`src/hpb_pkg.sv`:
```
// shared types and constants for the heater pwm block
package hpb_pkg;

    localparam int unsigned CFG_IDX_W  = 2;
    localparam int unsigned CFG_DATA_W = 8;

    localparam logic [7:0] PWM_PERIOD_RESET = 8'd100;
    localparam logic [7:0] DUTY_MAX_RESET   = 8'd97;
    localparam logic [7:0] DUTY_MIN_RESET   = 8'd3;
    localparam logic [7:0] SETPOINT_RESET   = 8'd50;

    // both buttons up; the reset pattern matches no button state at all
    localparam logic [3:0] BUTTONS_RELEASED   = 4'd3;
    localparam logic [3:0] LAST_BUTTONS_RESET = 4'd12;

    typedef enum logic [CFG_IDX_W-1:0] {
        REG_PWM_PERIOD = 2'd0,
        REG_DUTY_MAX   = 2'd1,
        REG_DUTY_MIN   = 2'd2
    } hpb_reg_idx_t;

    typedef struct packed {
        logic [7:0] pwm_period;
        logic [7:0] duty_max;
        logic [7:0] duty_min;
    } hpb_cfg_t;

    typedef struct packed {
        logic       manual_mode;
        logic [1:0] buttons_n;
        logic       host_pwm;
    } hpb_item_t;

    typedef struct packed {
        logic       square_wave;
        logic       heater_on;
        logic [7:0] duty_setpoint;
    } hpb_result_t;

endpackage

```
`src/hpb_ifs.sv`:
```
// request channel interfaces for tick input and result output
interface hpb_in_if;
    logic       valid;
    logic       ready;
    logic       manual_mode;
    logic [1:0] buttons_n;
    logic       host_pwm;

    modport source (output valid, output manual_mode, output buttons_n, output host_pwm,
                    input ready);
    modport sink (input valid, input manual_mode, input buttons_n, input host_pwm,
                  output ready);
endinterface

interface hpb_out_if;
    logic       valid;
    logic       ready;
    logic       square_wave;
    logic       heater_on;
    logic [7:0] duty_setpoint;

    modport source (output valid, output square_wave, output heater_on,
                    output duty_setpoint, input ready);
    modport sink (input valid, input square_wave, input heater_on, input duty_setpoint,
                  output ready);
endinterface

```
`src/hpb_in_stage.sv`:
```
// input register for one tick request
module hpb_in_stage
    import hpb_pkg::*;
(
    input  logic      clk,
    input  logic      rst_n,
    input  logic      in_valid,
    input  hpb_item_t in_item,
    output logic      in_ready,
    input  logic      advance,
    output logic      item_valid,
    output hpb_item_t item
);

    logic      valid_reg;
    logic      valid_next;
    hpb_item_t item_reg;

    assign in_ready   = !valid_reg || advance;
    assign valid_next = (in_valid && in_ready) || (valid_reg && !advance);

    always_ff @(posedge clk or negedge rst_n)
    begin
        if (!rst_n)
        begin
            valid_reg <= 1'b0;
        end
        else
        begin
            valid_reg <= valid_next;
        end
    end

    always_ff @(posedge clk)
    begin
        if (in_valid && in_ready)
        begin
            item_reg <= in_item;
        end
    end

    assign item_valid = valid_reg;
    assign item       = item_reg;

endmodule

```
`src/hpb_core.sv`:
```
// tick state: phase, duty counter, setpoint, button history, heater level
module hpb_core
    import hpb_pkg::*;
(
    input  logic        clk,
    input  logic        rst_n,
    input  logic        fire,
    input  hpb_item_t   item,
    input  hpb_cfg_t    cfg,
    output hpb_result_t result
);

    logic       phase_reg,    phase_next;
    logic [7:0] count_reg,    count_next;
    logic [7:0] setpoint_reg, setpoint_next;
    logic [3:0] last_btn_reg, last_btn_next;
    logic       heater_reg,   heater_next;

    logic [7:0] count_inc;
    logic       wrap;
    logic       heat_wrap;
    logic       press;
    logic [7:0] sp_plus;
    logic [7:0] sp_minus;
    logic [3:0] btn_ext;

    always_comb
    begin
        btn_ext   = {2'b00, item.buttons_n};
        count_inc = count_reg + 8'd1;
        wrap      = (count_inc == cfg.pwm_period);
        heat_wrap = wrap ? 1'b1 : heater_reg;
        press     = (btn_ext != last_btn_reg) && (last_btn_reg == BUTTONS_RELEASED);
        // plus applies first, minus is tested against the raised value
        sp_plus   = (press && !item.buttons_n[0] && (setpoint_reg < cfg.duty_max))
                    ? setpoint_reg + 8'd1 : setpoint_reg;
        sp_minus  = (press && !item.buttons_n[1] && (sp_plus > cfg.duty_min))
                    ? sp_plus - 8'd1 : sp_plus;

        phase_next    = !phase_reg;
        count_next    = count_reg;
        setpoint_next = setpoint_reg;
        last_btn_next = last_btn_reg;
        heater_next   = heater_reg;

        if (!phase_reg)
        begin
            if (item.manual_mode)
            begin
                count_next    = wrap ? 8'd0 : count_inc;
                heater_next   = ((wrap ? 8'd0 : count_inc) == setpoint_reg) ? 1'b0 : heat_wrap;
                setpoint_next = sp_minus;
                last_btn_next = btn_ext;
            end
            else
            begin
                heater_next = item.host_pwm;
            end
        end

        result.square_wave   = phase_next;
        result.heater_on     = heater_next;
        result.duty_setpoint = setpoint_next;
    end

    always_ff @(posedge clk or negedge rst_n)
    begin
        if (!rst_n)
        begin
            phase_reg    <= 1'b0;
            count_reg    <= 8'd0;
            setpoint_reg <= SETPOINT_RESET;
            last_btn_reg <= LAST_BUTTONS_RESET;
            heater_reg   <= 1'b0;
        end
        else if (fire)
        begin
            phase_reg    <= phase_next;
            count_reg    <= count_next;
            setpoint_reg <= setpoint_next;
            last_btn_reg <= last_btn_next;
            heater_reg   <= heater_next;
        end
    end

    a_phase_toggles: assert property (@(posedge clk) disable iff (!rst_n)
        fire |=> phase_reg != $past(phase_reg))
        else $error("phase did not toggle on a processed tick");

    a_state_holds: assert property (@(posedge clk) disable iff (!rst_n)
        !fire |=> $stable(setpoint_reg) && $stable(count_reg) && $stable(heater_reg))
        else $error("tick state moved without a processed tick");

    a_setpoint_step: assert property (@(posedge clk) disable iff (!rst_n)
        fire |=> (setpoint_reg == $past(setpoint_reg)
                  || setpoint_reg == $past(setpoint_reg) + 8'd1
                  || setpoint_reg == $past(setpoint_reg) - 8'd1))
        else $error("setpoint moved by more than one step");

    a_falling_phase_quiet: assert property (@(posedge clk) disable iff (!rst_n)
        fire && phase_reg |=> $stable(count_reg) && $stable(last_btn_reg))
        else $error("counter or buttons changed on a falling phase tick");

endmodule

```
`src/hpb_out_stage.sv`:
```
// result register toward the output channel
module hpb_out_stage
    import hpb_pkg::*;
(
    input  logic        clk,
    input  logic        rst_n,
    input  logic        load,
    input  hpb_result_t result,
    input  logic        out_ready,
    output logic        out_valid,
    output hpb_result_t out_result,
    output logic        can_load
);

    logic        valid_reg;
    logic        valid_next;
    hpb_result_t result_reg;

    assign can_load   = !valid_reg || out_ready;
    assign valid_next = load || (valid_reg && !out_ready);

    always_ff @(posedge clk or negedge rst_n)
    begin
        if (!rst_n)
        begin
            valid_reg <= 1'b0;
        end
        else
        begin
            valid_reg <= valid_next;
        end
    end

    always_ff @(posedge clk)
    begin
        if (load)
        begin
            result_reg <= result;
        end
    end

    assign out_valid  = valid_reg;
    assign out_result = result_reg;

endmodule

```
`src/heater_pwm_with_button_setpoint_top.sv`:
```
// heater pwm top level: config registers and the two-register tick pipeline
//
// A tick request is accepted every clock cycle unless both registers hold an untaken tick:
// the tick is held in an input register, the phase, duty counter, setpoint and button state
// are updated from that register, and the result is held in an output register.
// Only the output register's ready feeds back, so the block sustains one tick per cycle as
// long as results are taken. Config writes (0 pwm_period, 1 duty_max, 2 duty_min; index 3 is
// ignored) take effect on the next cycle and are meant for when no tick is in flight.
module heater_pwm_with_button_setpoint_top
    import hpb_pkg::*;
(
    input  logic                  clk,
    input  logic                  rst_n,
    hpb_in_if.sink                in_ch,
    hpb_out_if.source             out_ch,
    input  logic                  cfg_we,
    input  logic [CFG_IDX_W-1:0]  cfg_index,
    input  logic [CFG_DATA_W-1:0] cfg_data
);

    hpb_cfg_t    cfg_reg;
    hpb_cfg_t    cfg_next;
    hpb_item_t   in_item;
    hpb_item_t   item;
    logic        item_valid;
    logic        can_load;
    logic        fire;
    hpb_result_t result;
    hpb_result_t out_result;

    always_comb
    begin
        cfg_next = cfg_reg;
        if (cfg_we)
        begin
            unique case (hpb_reg_idx_t'(cfg_index))
                REG_PWM_PERIOD: cfg_next.pwm_period = cfg_data;
                REG_DUTY_MAX:   cfg_next.duty_max   = cfg_data;
                REG_DUTY_MIN:   cfg_next.duty_min   = cfg_data;
                default:        cfg_next = cfg_reg;
            endcase
        end
    end

    always_ff @(posedge clk or negedge rst_n)
    begin
        if (!rst_n)
        begin
            cfg_reg.pwm_period <= PWM_PERIOD_RESET;
            cfg_reg.duty_max   <= DUTY_MAX_RESET;
            cfg_reg.duty_min   <= DUTY_MIN_RESET;
        end
        else
        begin
            cfg_reg <= cfg_next;
        end
    end

    assign in_item.manual_mode = in_ch.manual_mode;
    assign in_item.buttons_n   = in_ch.buttons_n;
    assign in_item.host_pwm    = in_ch.host_pwm;

    assign fire = item_valid && can_load;

    hpb_in_stage u_in_stage (
        .clk        (clk),
        .rst_n      (rst_n),
        .in_valid   (in_ch.valid),
        .in_item    (in_item),
        .in_ready   (in_ch.ready),
        .advance    (can_load),
        .item_valid (item_valid),
        .item       (item)
    );

    hpb_core u_core (
        .clk    (clk),
        .rst_n  (rst_n),
        .fire   (fire),
        .item   (item),
        .cfg    (cfg_reg),
        .result (result)
    );

    hpb_out_stage u_out_stage (
        .clk        (clk),
        .rst_n      (rst_n),
        .load       (fire),
        .result     (result),
        .out_ready  (out_ch.ready),
        .out_valid  (out_ch.valid),
        .out_result (out_result),
        .can_load   (can_load)
    );

    assign out_ch.square_wave   = out_result.square_wave;
    assign out_ch.heater_on     = out_result.heater_on;
    assign out_ch.duty_setpoint = out_result.duty_setpoint;

    a_no_stall_when_empty: assert property (@(posedge clk) disable iff (!rst_n)
        !in_ch.ready |-> item_valid && out_ch.valid && !out_ch.ready)
        else $error("input stalled while the pipeline had room");

    a_fire_loads_output: assert property (@(posedge clk) disable iff (!rst_n)
        fire |=> out_ch.valid)
        else $error("processed tick did not reach the output register");

    a_cfg_ignored_idle: assert property (@(posedge clk) disable iff (!rst_n)
        !cfg_we |=> $stable(cfg_reg))
        else $error("config changed without a write");

endmodule
```
`src/flat_wrapper.sv`:
```
// flat-port wrapper written by rule: the top's interface ports become plain ports
module heater_pwm_with_button_setpoint_top_flat import hpb_pkg::*;
  (clk, rst_n, cfg_we, cfg_index, cfg_data, in_ch_valid, in_ch_manual_mode, in_ch_buttons_n, in_ch_host_pwm, in_ch_ready, out_ch_valid, out_ch_square_wave, out_ch_heater_on, out_ch_duty_setpoint, out_ch_ready);
  hpb_in_if in_ch_i ();
  hpb_out_if out_ch_i ();
  input  logic clk;
  input  logic rst_n;
  input  logic cfg_we;
  input  logic [CFG_IDX_W-1:0] cfg_index;
  input  logic [CFG_DATA_W-1:0] cfg_data;
  input wire logic [$bits(in_ch_i.valid)-1:0] in_ch_valid;
  input wire logic [$bits(in_ch_i.manual_mode)-1:0] in_ch_manual_mode;
  input wire logic [$bits(in_ch_i.buttons_n)-1:0] in_ch_buttons_n;
  input wire logic [$bits(in_ch_i.host_pwm)-1:0] in_ch_host_pwm;
  output wire logic [$bits(in_ch_i.ready)-1:0] in_ch_ready;
  output wire logic [$bits(out_ch_i.valid)-1:0] out_ch_valid;
  output wire logic [$bits(out_ch_i.square_wave)-1:0] out_ch_square_wave;
  output wire logic [$bits(out_ch_i.heater_on)-1:0] out_ch_heater_on;
  output wire logic [$bits(out_ch_i.duty_setpoint)-1:0] out_ch_duty_setpoint;
  input wire logic [$bits(out_ch_i.ready)-1:0] out_ch_ready;
  assign in_ch_i.valid = in_ch_valid;
  assign in_ch_i.manual_mode = in_ch_manual_mode;
  assign in_ch_i.buttons_n = in_ch_buttons_n;
  assign in_ch_i.host_pwm = in_ch_host_pwm;
  assign in_ch_ready = in_ch_i.ready;
  assign out_ch_valid = out_ch_i.valid;
  assign out_ch_square_wave = out_ch_i.square_wave;
  assign out_ch_heater_on = out_ch_i.heater_on;
  assign out_ch_duty_setpoint = out_ch_i.duty_setpoint;
  assign out_ch_i.ready = out_ch_ready;
  heater_pwm_with_button_setpoint_top u_core (.clk(clk), .rst_n(rst_n), .in_ch(in_ch_i), .out_ch(out_ch_i), .cfg_we(cfg_we), .cfg_index(cfg_index), .cfg_data(cfg_data));
endmodule
```
`config.mk`:
```
export PLATFORM = sky130hd
export DESIGN_NAME = heater_pwm_with_button_setpoint_top_flat
export DESIGN_NICKNAME = d
export VERILOG_FILES = /design/src/hpb_pkg.sv /design/src/hpb_ifs.sv /design/src/hpb_in_stage.sv /design/src/hpb_core.sv /design/src/hpb_out_stage.sv /design/src/heater_pwm_with_button_setpoint_top.sv /design/src/flat_wrapper.sv
export SDC_FILE = /design/constraint.sdc
export NUM_CORES = 1
export LEC_CHECK = 0
export BUFFER_PORTS_ARGS = -buffer_cell sky130_fd_sc_hd__buf_2
export CORE_MARGIN = 10
export CORE_UTILIZATION = 42
export DETAILED_ROUTE_END_ITERATION = 12
export MAX_ROUTING_LAYER = met4
export PLACE_DENSITY = 0.62
export SLEW_MARGIN = 25
export SYNTH_ARGS = -nofsm -noshare
export SYNTH_HDL_FRONTEND = slang
export SYNTH_SLANG_ARGS = --single-unit
export TNS_END_PERCENT = 50
```
`constraint.sdc`:
```
create_clock -name clk -period 4.7 [get_ports clk]
set_input_delay 0.705 -clock clk [delete_from_list [all_inputs] [get_ports clk]]
set_output_delay 0.705 -clock clk [all_outputs]
set_load 0.01 [all_outputs]
```
==> Word-level counts from Yosys, hierarchy flattened <==
Index checks and enable logic that the tools add are counted.
{ "totals": {"reg_bits": 62, "latch_bits": 0, "mem_bits_rw": 0, "mem_bits_ro": 0, "in_bits": 19, "out_inout_bits": 12, "elab_cells": 62, "memories": 0} }
{ "op_classes": {"n_addsub": 3, "multipliers": 0, "div_mod_pow": 0, "magnitude_cmp": 2, "n_eq_ne": 6, "shifts": 0, "mux": 9, "bitwise_logic": 1, "reduce_logical": 25} }
{ "ops": {"columns": ["op", "n"], "rows": [
  ["$mux 8", 5],
  ["$add 8x1->8 const B", 2],
  ["$eq 8x8->1", 2],
  ["$logic_and 1x1->1", 9],
  ["$gt 8x8->1", 1],
  ["$lt 8x8->1", 1],
  ["$sub 8x1->8 const B", 1],
  ["$logic_not 1->1", 7],
  ["$reduce_and 2->1", 3],
  ["$eq 4x2->1 const B", 1],
  ["$logic_or 1x1->1", 4],
  ["$mux 1", 4],
  ["$ne 2x4->1", 1],
  ["$reduce_and 3->1", 1],
  ["$eq 2x1->1 const B", 1],
  ["$eq 2x2->1 const B", 1],
  ["$logic_not 2->1", 1],
  ["$not 1->1", 1]
]} }

==> Depth between registers and ports, before layout <==
Gate-level depths: netlist of the first run.
{ "depth": {"depth_word": 10, "mapped_depth": 15, "ltp_nobuf": 15} }

==> By module <==
A second synthesis of the first run with hierarchy kept.
{ "hier_totals": {"cells_unflattened": 339, "area_unflattened_um2": 3712.3} }
{ "by_module_without_submodules": {"columns": ["mod", "n_inst", "cells_per_inst", "area_each_um2", "seq_area_each_um2"], "rows": [
  ["hpb_core", 1, 266, 2262.2, 530.5],
  ["heater_pwm_with_button_setpoint_top", 1, 52, 928.4, 610.6],
  ["hpb_out_stage", 1, 13, 347.8, 325.3],
  ["hpb_in_stage", 1, 8, 173.9, 145.1]
]} }

==> Least setup slack after synthesis of the first run <==
Ideal clock, no wire load.
{ "synth_timing": {"kind": "register to register", "from": "register u_core.cfg_reg[14] (netlist bit)", "to": "register u_core.u_out_stage.result_reg, in the netlist u_core.u_out_stage.out_result[2] (data pin)", "setup_time_ps": 270, "arrival_time_ps": 3952, "required_ps": 4430, "path_slack_ps": 477, "path_stages_with_launch": 16, "n_path_buf": 0, "synth_period_minus_slack_ps": 4223, "path_cell_list": "dfstp_2 inv_1 ha_1 a21o_1 a211o_1 a31oi_1 and3_1 nand4_1 xnor2_1 ha_1 and4_1 and2_1 o211ai_4 a2111oi_4 mux2i_1 xnor2_1"} }
{ "synth_rtl": {"columns": ["item", "line", "text"], "rows": [
  ["start: declaration", "heater_pwm_with_button_setpoint_top.sv:21", "hpb_cfg_t cfg_reg;"],
  ["start signal: assignment", "heater_pwm_with_button_setpoint_top.sv:55", "cfg_reg <= cfg_next;"],
  ["end signal: assignment", "hpb_out_stage.sv:38", "result_reg <= result;"],
  ["end: declaration", "hpb_out_stage.sv:17", "hpb_result_t result_reg;"]
]} }

==> results.sh, run 1 <==
export IMPL_outcome="finished clean"
export IMPL_fin_area_um2=4530
export IMPL_timing_critical_path_fanout_max=11
export IMPL_postSynthNetCount=438
export IMPL_ys_flop_type="dfrtp_1"
export IMPL_critical_path_arrival_ps=4560
export IMPL_synth_top_area_share_pct=21.7
export IMPL_rsz0062_at_grt="false"
export IMPL_cts_root_buffer="clkbuf_8"
export IMPL_yosysSeqAreaShare_pct=39.9
export IMPL_worstHoldPathType="in -> async"
export IMPL_htreeDepth=3
export IMPL_cts_tree="done"
export IMPL_drc_errors=0
export IMPL_synth_warnings=0
export IMPL_synth_area_leaders="dfrtp_1, edfxtp_1, dfstp_2, mux2_2, xnor2_1"
export IMPL_crit_family="compound AO/OA/AOI/OAI gates"
export IMPL_yosys_area_top_type="dfrtp_1"
export IMPL_grt_pass1_wl_mm=16.0
export IMPL_synth_cell_type_count=71
export IMPL_grt_max_degree=48
export IMPL_synth_commonest_cells="nand2_1, dfrtp_1, inv_1"
export IMPL_cts_hold_buffers=0
export IMPL_ios=31
export IMPL_drtAntennaViolNets=0
export IMPL_insertion_delay_ps=350
export IMPL_yosysMostFrequentCell="nand2_1"
export IMPL_critPathSlowestCell="dfrtp_1"
export IMPL_rows=35
export IMPL_criticalPathCategory="reg -> reg"
export IMPL_worst_pin_slew_ps=855
export IMPL_synth_area_um2=4040
export IMPL_fmax_ghz=0.223
export IMPL_vias=3066
export IMPL_fin_nets=465
export IMPL_crit_required_ps=4770
export IMPL_clkSinkCount=61
export IMPL_ys_async_sr_fraction_pct=77.0
export IMPL_drive_gt1_share_pct=23.2
export IMPL_hold_viol=0
export IMPL_crit_path_cell_trace="ha_1, a21o_1, a211o_1, a311oi_2, and3_1, xnor2_1, inv_1, ha_1, and4_1, and2_1, o211ai_4, a211oi_2, nor4b_1, o31ai_1"
export IMPL_cp_common_cell="ha_1"
export IMPL_dieWidth_um=118
export IMPL_path_clk_slew_ps=80
export IMPL_overflow=0
export IMPL_core_region_area_um2=9280
export IMPL_final_setup_viol_count=0
export IMPL_worstSetupStartpointType="flip-flop"
export IMPL_largest_register_ff_count=24
export IMPL_total_power_mw=1.99
export IMPL_relSlewSlack_pct=42.8
export IMPL_post_route_min_period_ps=4490
export IMPL_cts_repair_resized=0
export IMPL_avgSynthCellArea_um2=10.0
export IMPL_reg2reg_setup_slack_ps=210
export IMPL_cts_buffer_depth=2
export IMPL_cp_buffers_inverters=1
export IMPL_peakVddDrop_v=0.000231
export IMPL_place_area_um2=4320
export IMPL_power_density_nw_per_um2=440
export IMPL_numPortBuffers=30
export IMPL_cts_buffers=9
export IMPL_worst_path_largest_cell_delay_ps=510
export IMPL_hpwl_mm=7.27
export IMPL_via_per_inst=5.44
export IMPL_max_cap_violations=0
export IMPL_die_area_um2=13900
export IMPL_antenna_found_initial=0
export IMPL_p_leak_nw=1.88
export IMPL_worst_setup_path_end_kind="flip-flop"
export IMPL_wl_per_cell_um=16.9
export IMPL_routed_wirelength_mm=9.55
export IMPL_drtIter0Drc=151
export IMPL_tns_ps=0
export IMPL_skew_ps=12.1
export IMPL_report_final_slew_viol_count=0
export IMPL_drtPass1Iterations=4
export IMPL_floorplan_initialDensity_pct=43.5
export IMPL_synthCells=403
export IMPL_synth_edf_count=14
export IMPL_antenna_cells=0
export IMPL_grt_usage_pct=14.2
export IMPL_dieHeight_um=118
export IMPL_syn_to_final_growth_pct=12.2
export IMPL_holdWs_ps=379
export IMPL_period_share_pct=95.5
export IMPL_synth_seq_cells=61
export IMPL_grt_pass1_vias=3090
export IMPL_cts_setup_buffers=0
export IMPL_place_congestion=0.953
==> worst register-to-register path, cell delays in order (launching register included) <==
cell      delay (ps)
dfrtp_1          510
ha_1             380
a21o_1           210
a211o_1          390
a311oi_2         290
and3_1           200
xnor2_1          150
inv_1            100
ha_1             300
and4_1           230
and2_1           240
o211ai_4         160
a211oi_2         460
nor4b_1          510
o31ai_1          110
==> kinds of logic (layout without fill, tap and decap cells) <==
| family | count (synthesis) | after routing | synth area share [%] |
|---|---|---|---|
| simple gates | 131 | 131 | 17.2 |
| compound gates | 79 | 79 | 15.9 |
| flops | 61 | 61 | 39.9 |
| buf+inv | 47 | 79 | 4.55 |
| xor+xnor | 36 | 36 | 8.55 |
| mux | 33 | 33 | 8.92 |
| fa+ha+maj | 16 | 16 | 4.96 |
==> layout by cell type, fill, tap and decap left out, types with 14 or more instances in the layout <==
master     n
buf_2     29
nand2_1   38
edfxtp_1  14
o21ai_0   16
dfrtp_1   35
inv_1     27
xnor2_1   25
ha_1      16
mux2_2    24
nor2_1    23
==> power breakdown <==
group          internal, mW  total [mW]  leakage (nW)  switching [mW]
logic                 0.303       0.691          1.07           0.388
clock network         0.277       0.499         0.108           0.222
registers             0.668       0.804         0.698           0.135
==> metal layers <==
| metal | vias up | track usage (%) | wire [µm] |
|---|---|---|---|
| li1 | 1502 | - | - |
| met1 | 1483 | 19.2 | 4610 |
| met2 | 72 | 21.2 | 4340 |
| met3 | 9 | 3.21 | 500 |
| met4 | 0 | 3.25 | 95 |
| met5 | - | - | 0 |
==> layout make-up <==
type                            instances  area (µm²)
Multi-Input combinational cell        295        2250
Timing Repair Buffer                   36         198
Sequential cell                        61        1610
Clock inverter                          5        57.6
Tap cell                              129         161
Fill cell                             905        4750
Clock buffer                           11         153
Inverter                               27         101
==> final timing paths <==
kind                                               start                                to  depth (start not counted)
setup / recovery           u_core.u_core.setpoint_reg[6]  u_core.u_out_stage.out_result[7]                         14
hold / removal                                     rst_n                u_core.cfg_reg[10]                          1
setup reg to reg           u_core.u_core.setpoint_reg[6]  u_core.u_out_stage.out_result[7]                         14
hold reg to reg             u_core.u_in_stage.item_valid      u_core.u_out_stage.out_valid                          1
max in group asynchronous                          rst_n          u_core.u_core.heater_reg                          1
min in group clk            u_core.u_in_stage.item_valid      u_core.u_out_stage.out_valid                          1
==> stage by stage <==
step           setup WS (ps)  instances  utilization (%)
2_1_floorplan            477        403                -
3_3_place_gp             473        548             46.5
3_5_place_dp             347        548             46.5
4_1_cts                  314        564             48.8
5_1_grt                0.318        564             48.8
6_report                 211        564             48.8
(Power assumes the default switching activity.)
==> inputs of run 2 (changes only) <==
Settings changed: CORE_MARGIN 10 to 2.
==> run 2 against run 1 <==
  * Non-clock buffer count is 1 higher
  * Clock skew decreased by 2.5 ps
  * Worst hold slack got worse by 13 ps
  * Sequential share of layout area up 0.069 points
  * Die area fell by 25%
  * Total power down 2.3%
  * Register-to-register slack better by 30 ps
  * Global-route usage is 5.8 points higher
  * Wire length decreased by 1.6%
  * Worst setup slack better by 33 ps
  * Sequential power about the same
==> results.sh, run 2 (synthesis gave the netlist of run 1 again) <==
export IMPL_swShare_pct=38.0
export IMPL_startpoint="u_core.cfg_reg[14]"
export IMPL_reg2reg_from="u_core.cfg_reg[14]"
export IMPL_cts_buffer_depth=2
export IMPL_syn_to_final_growth_pct=12.0
export IMPL_cts_hold_buffers=0
export IMPL_multi_input_area_um2=2260
export IMPL_dieHeight_um=102
export IMPL_dieWidth_um=102
export IMPL_rows=35
export IMPL_final_cell_mix="nand2_1, dfrtp_1, buf_2, inv_1, xnor2_1"
export IMPL_combPwrFrac_pct=35.9
export IMPL_largest_register_ff_count=24
export IMPL_relSlewSlack_pct=42.5
export IMPL_worst_setup_path_end_kind="flip-flop"
export IMPL_drc_errors=0
export IMPL_tns_ps=0
export IMPL_rsz0062_at_grt="false"
export IMPL_drtAntennaViolNets=0
export IMPL_r2r_end="u_core.u_out_stage.out_result[6]"
export IMPL_peakVddDrop_v=0.000193
export IMPL_drive_gt1_share_pct=23.6
export IMPL_power_density_nw_per_um2=430
export IMPL_hold_viol=0
export IMPL_htreeDepth=3
export IMPL_worstSetupStartpointType="flip-flop"
export IMPL_insertion_delay_ps=350
export IMPL_fin_ws_ps=244
export IMPL_routed_wirelength_mm=9.39
export IMPL_crit_required_ps=4860
export IMPL_via_per_inst=5.54
export IMPL_overflow=0
export IMPL_core_region_area_um2=9280
export IMPL_grt_max_degree=48
export IMPL_worst_path_largest_cell_delay_ps=650
export IMPL_final_setup_viol_count=0
export IMPL_path_clk_slew_ps=70
export IMPL_ios=31
export IMPL_antenna_found_initial=0
export IMPL_p_leak_nw=1.87
export IMPL_seqPwrFrac_pct=41.2
export IMPL_clkSinkCount=61
export IMPL_p_sw_uw=740
export IMPL_worst_r2r_path_depth=15
export IMPL_die_area_um2=10400
export IMPL_cts_setup_buffers=0
export IMPL_p_int_mw=1.21
export IMPL_timing_critical_path_fanout_max=7
export IMPL_antenna_cells=0
export IMPL_grt_usage_pct=20.1
export IMPL_reg2reg_setup_slack_ps=240
export IMPL_criticalPathCategory="reg -> reg"
export IMPL_cts_root_buffer="clkbuf_8"
export IMPL_cts_buffers=9
export IMPL_final_common_cell="nand2_1"
export IMPL_placed_cells=549
export IMPL_skew_ps=9.61
export IMPL_holdWs_ps=365
export IMPL_drtPass1Iterations=4
export IMPL_wl_per_cell_um=16.6
export IMPL_drtIter0Drc=161
export IMPL_fillers=894
export IMPL_post_route_min_period_ps=4460
export IMPL_stdcell_count=565
export IMPL_numPortBuffers=30
export IMPL_report_final_slew_viol_count=0
export IMPL_outcome="finished clean"
export IMPL_floorplan_initialDensity_pct=43.5
export IMPL_worstHoldPathType="in -> async"
export IMPL_hpwl_mm=7.02
export IMPL_grt_pass1_wl_mm=15.5
export IMPL_critPathSlowestCell="a2111oi_4"
export IMPL_max_cap_violations=0
export IMPL_vias=3131
export IMPL_fin_nets=466
export IMPL_fmax_ghz=0.224
export IMPL_worst_pin_slew_ps=859
export IMPL_period_share_pct=94.8
export IMPL_seq_area_um2=1610
export IMPL_grt_pass1_vias=3019
export IMPL_pwr_share_clk_pct=22.9
export IMPL_cts_tree="done"
export IMPL_dp_slack_ps=303
export IMPL_place_congestion=0.985
export IMPL_critical_path_arrival_ps=4610
export IMPL_crit_path_cell_trace="inv_1, ha_1, a21o_1, a211o_1, a311oi_2, and3_1, xnor2_1, inv_1, ha_1, and4_1, and2_1, o211ai_4, a2111oi_4, a31oi_1, o31ai_1"
-- run 2: layout make-up --
class / instances / area share, %
Tap cell: 129 / 3.57
Clock inverter: 3 / 0.415
Clock buffer: 13 / 3.73
Sequential cell: 61 / 35.6
Inverter: 27 / 2.24
Multi-Input combinational cell: 295 / 49.9
Timing Repair Buffer: 37 / 4.54
-- run 2: metrics by stage --
stage / util, % / power (mW) / area, µm²
final: 48.7 / 1.95 / 4520
after global routing: 48.7 / 2.08 / 4520
after CTS: 48.7 / 1.95 / 4520
after detailed placement: 46.6 / 1.50 / 4330
after global placement: 46.5 / 1.48 / 4320
after floorplan: - / 1.31 / 4040
-- run 2: worst max-delay path by stage --
| stage | to | slack, ps | depth (start not counted) |
|---|---|---|---|
| 3_3_place_gp | u_core.u_out_stage.out_result[6] | 490 | 15 |
| 5_1_grt | u_core.u_out_stage.out_result[6] | 20 | 15 |
| 3_5_place_dp | u_core.u_out_stage.out_result[7] | 300 | 15 |
| 2_1_floorplan | u_core.u_out_stage.out_result[2] | 480 | 15 |
| 4_1_cts | u_core.u_out_stage.out_result[7] | 260 | 15 |
| 6_report | u_core.u_out_stage.out_result[6] | 240 | 15 |
-- run 2: repair_timing --
item                                    CTS  global route
endpoints found under the setup margin    0             1
hold endpoints to repair                  0             0
gates resized for setup                   0             1
-- run 2: power groups by stage --
stage	logic, mW	clock network (mW)	registers (mW)
2_1_floorplan	0.572	0	0.740
3_3_place_gp	0.675	0	0.805
3_5_place_dp	0.689	0	0.809
4_1_cts	0.692	0.454	0.800
5_1_grt	0.781	0.476	0.820
6_report	0.698	0.446	0.802
-- run 2: metal layers --
metal / GRT usage [%] / part of all wire (%) / up-vias
li1: - / - / 1505
met1: 27.1 / 49 / 1546
met2: 30.4 / 46 / 67
met3: 4.24 / 3.9 / 13
met4: 6.26 / 1.5 / 0
met5: - / 0 / -
-- run 2: worst max-delay path: cells and delay by family (launching register included) --
family / cells / cell delay [ps]
AOI/OAI and AO/OA: 7 / 2140
xor gates and xnor gates: 1 / 170
adders and majority gates: 2 / 600
buffers and inverters: 2 / 160
DFF: 1 / 530
and+or+nand+nor: 3 / 680
==> inputs of run 3 (changes only) <==
--- a/config.mk
+++ b/config.mk
@@ -11,4 +11,6 @@
 export DETAILED_ROUTE_END_ITERATION = 12
+export GPL_TIMING_DRIVEN = 0
 export MAX_ROUTING_LAYER = met4
 export PLACE_DENSITY = 0.62
+export REMOVE_ABC_BUFFERS = 1
 export SLEW_MARGIN = 25
==> constraint.sdc (replaced) <==
create_clock -name clk -period 4.7 [get_ports clk]
set_input_delay 0.94 -clock clk [delete_from_list [all_inputs] [get_ports clk]]
set_output_delay 0.94 -clock clk [all_outputs]
set_load 0.01 [all_outputs]
==> run 3 against run 2 <==
  * Worst setup slack is essentially flat
  * Non-clock buffer count shrank 2
  * Flip-flop and latch count is the same
  * Critical path depth grew 1
  * Cell count shrank 0.35%
  * Final area grew 0.89%
  * Critical endpoint unchanged
  * Largest cell class unchanged
  * Largest power group unchanged
  * Highest routed layer unchanged
==> results.sh, run 3 (synthesis gave the netlist of run 1 again) <==
export IMPL_tns_ps=0
export IMPL_worst_r2r_path_depth=16
export IMPL_grt_max_degree=48
export IMPL_holdWs_ps=481
export IMPL_antenna_found_initial=0
export IMPL_fillers=886
export IMPL_swShare_pct=36.4
export IMPL_insertion_delay_ps=340
export IMPL_largest_register_ff_count=24
export IMPL_core_region_area_um2=9280
export IMPL_cts_buffers=9
export IMPL_wl_per_cell_um=15.9
export IMPL_die_area_um2=10400
export IMPL_drc_errors=0
export IMPL_clkSinkCount=61
export IMPL_final_common_cell="nand2_1"
export IMPL_floorplan_initialDensity_pct=43.5
export IMPL_combPwrFrac_pct=34.4
export IMPL_cts_root_buffer="clkbuf_8"
export IMPL_reg2reg_setup_slack_ps=240
export IMPL_p_sw_uw=725
export IMPL_ios=31
export IMPL_fmax_ghz=0.224
export IMPL_cts_hold_buffers=0
export IMPL_htreeDepth=3
export IMPL_critical_path_arrival_ps=4600
export IMPL_hold_viol=0
export IMPL_worst_setup_path_end_kind="flip-flop"
export IMPL_hold_path_depth=2
export IMPL_path_clk_slew_ps=60
export IMPL_numPortBuffers=30
export IMPL_antenna_cells=0
export IMPL_drive_gt1_share_pct=24.0
export IMPL_drtIter0Drc=163
export IMPL_min_delay_start="u_core.u_core.last_btn_reg[1]"
export IMPL_final_util_pct=49.2
export IMPL_whs_endpoint="u_core.u_core.last_btn_reg[1]"
export IMPL_routed_wirelength_mm=8.96
export IMPL_final_cell_mix="nand2_1, dfrtp_1, buf_2, inv_1"
export IMPL_peakVddDrop_v=0.000195
export IMPL_cts_tree="done"
export IMPL_via_per_inst=5.47
export IMPL_grt_pass1_vias=2885
export IMPL_overflow=0
export IMPL_crit_required_ps=4850
export IMPL_place_congestion=0.891
export IMPL_criticalPathCategory="reg -> reg"
export IMPL_final_setup_viol_count=0
export IMPL_dieHeight_um=102
export IMPL_p_leak_nw=1.88
export IMPL_cts_buffer_depth=2
export IMPL_drtPass1Iterations=5
export IMPL_period_share_pct=94.8
export IMPL_vias=3077
export IMPL_power_density_nw_per_um2=436
export IMPL_pwr_share_clk_pct=25.2
export IMPL_post_route_min_period_ps=4460
export IMPL_grt_usage_pct=19.3
export IMPL_skew_ps=9.10
export IMPL_worstHoldPathType="reg -> reg"
export IMPL_rows=35
export IMPL_grt_pass1_wl_mm=15.0
export IMPL_worst_pin_slew_ps=865
export IMPL_fin_nets=464
export IMPL_drtAntennaViolNets=0
export IMPL_dieWidth_um=102
export IMPL_outcome="finished clean"
export IMPL_p_int_mw=1.27
export IMPL_rsz0062_at_grt="false"
export IMPL_reg2reg_from="u_core.cfg_reg[14]"
export IMPL_relSlewSlack_pct=42.1
export IMPL_syn_to_final_growth_pct=12.9
export IMPL_max_cap_violations=0
export IMPL_worstSetupStartpointType="flip-flop"
export IMPL_timing_critical_path_fanout_max=6
export IMPL_seqPwrFrac_pct=40.4
export IMPL_report_final_slew_viol_count=0
export IMPL_hpwl_mm=6.58
export IMPL_r2r_end="u_core.u_out_stage.out_result[6]"
==> run 3: area by class of cell <==
type / count / area [µm²] / share of cell area, %
clock buffers: 11 / 131 / 2.88
inverters: 27 / 101 / 2.22
repair buffers: 35 / 190 / 4.17
clock inverters: 5 / 75.1 / 1.65
multi-input cells: 295 / 2290 / 50.2
flip-flops and latches: 61 / 1610 / 35.4
well taps: 129 / 161 / 3.54
==> run 3: power by group through the flow <==
stage | Clock, mW | Sequential [mW] | Combinational, mW
2_1_floorplan | 0 | 0.776 | 0.517
3_3_place_gp | 0 | 0.803 | 0.644
3_5_place_dp | 0 | 0.812 | 0.662
4_1_cts | 0.518 | 0.802 | 0.669
5_1_grt | 0.536 | 0.824 | 0.772
6_report | 0.502 | 0.804 | 0.684
==> run 3: metrics by stage <==
| stage | worst slack, ps | instance area (µm²) | std cells | power [mW] |
|---|---|---|---|---|
| floorplan | 491 | 3960 | 383 | 1.29 |
| global placement | -155 | 4270 | 542 | 1.45 |
| finish | 244 | 4560 | 563 | 1.99 |
| CTS | 29.0 | 4500 | 560 | 1.99 |
| global route | 13.5 | 4560 | 563 | 2.13 |
| detailed placement | -204 | 4270 | 542 | 1.47 |
==> run 3: worst max path at each step <==
stage | start | end | slack (ps) | cells after the start
floorplan | u_core.cfg_reg[14] | u_core.u_out_stage.out_result[6] | 490 | 15
global placement | u_core.u_core.setpoint_reg[6] | u_core.u_out_stage.out_result[6] | -160 | 14
detailed placement | u_core.u_core.setpoint_reg[6] | u_core.u_out_stage.out_result[6] | -200 | 14
CTS | u_core.u_core.setpoint_reg[6] | u_core.u_out_stage.out_result[7] | 30 | 14
global route | u_core.u_core.setpoint_reg[3] | u_core.u_out_stage.out_result[6] | 10 | 15
finish | u_core.cfg_reg[14] | u_core.u_out_stage.out_result[6] | 240 | 16
==> run 3: layer usage <==
metal	vias to the layer above	track usage, %	share of wire (%)
met1	1496	27.0	50
met4	0	6.15	1.6
met3	15	3.56	3.8
met2	62	28.4	45
li1	1504	-	-
met5	-	-	0
==> run 3: worst max-delay path, cell delays in order (launching register included) <==
cell and delay [ps]:
dfstp_2 540, inv_1 40, ha_1 300, a21o_1 200, a211o_1 420, a311oi_4 310, and3_1 210, xnor2_1 160
inv_1 130, ha_1 300, and4_1 230, nand2_1 70, o311a_4 370, a2111oi_4 350, buf_4 210, a31oi_1 110
o31ai_1 300
==> run 3: what timing repair did <==
action / 4_1_cts / 5_1_grt
pin swaps: 1 / 1
cloned: 0 / 0
buffers inserted: 2 / 3
setup endpoints to repair: 7 / 14
resized for setup: 1 / 6
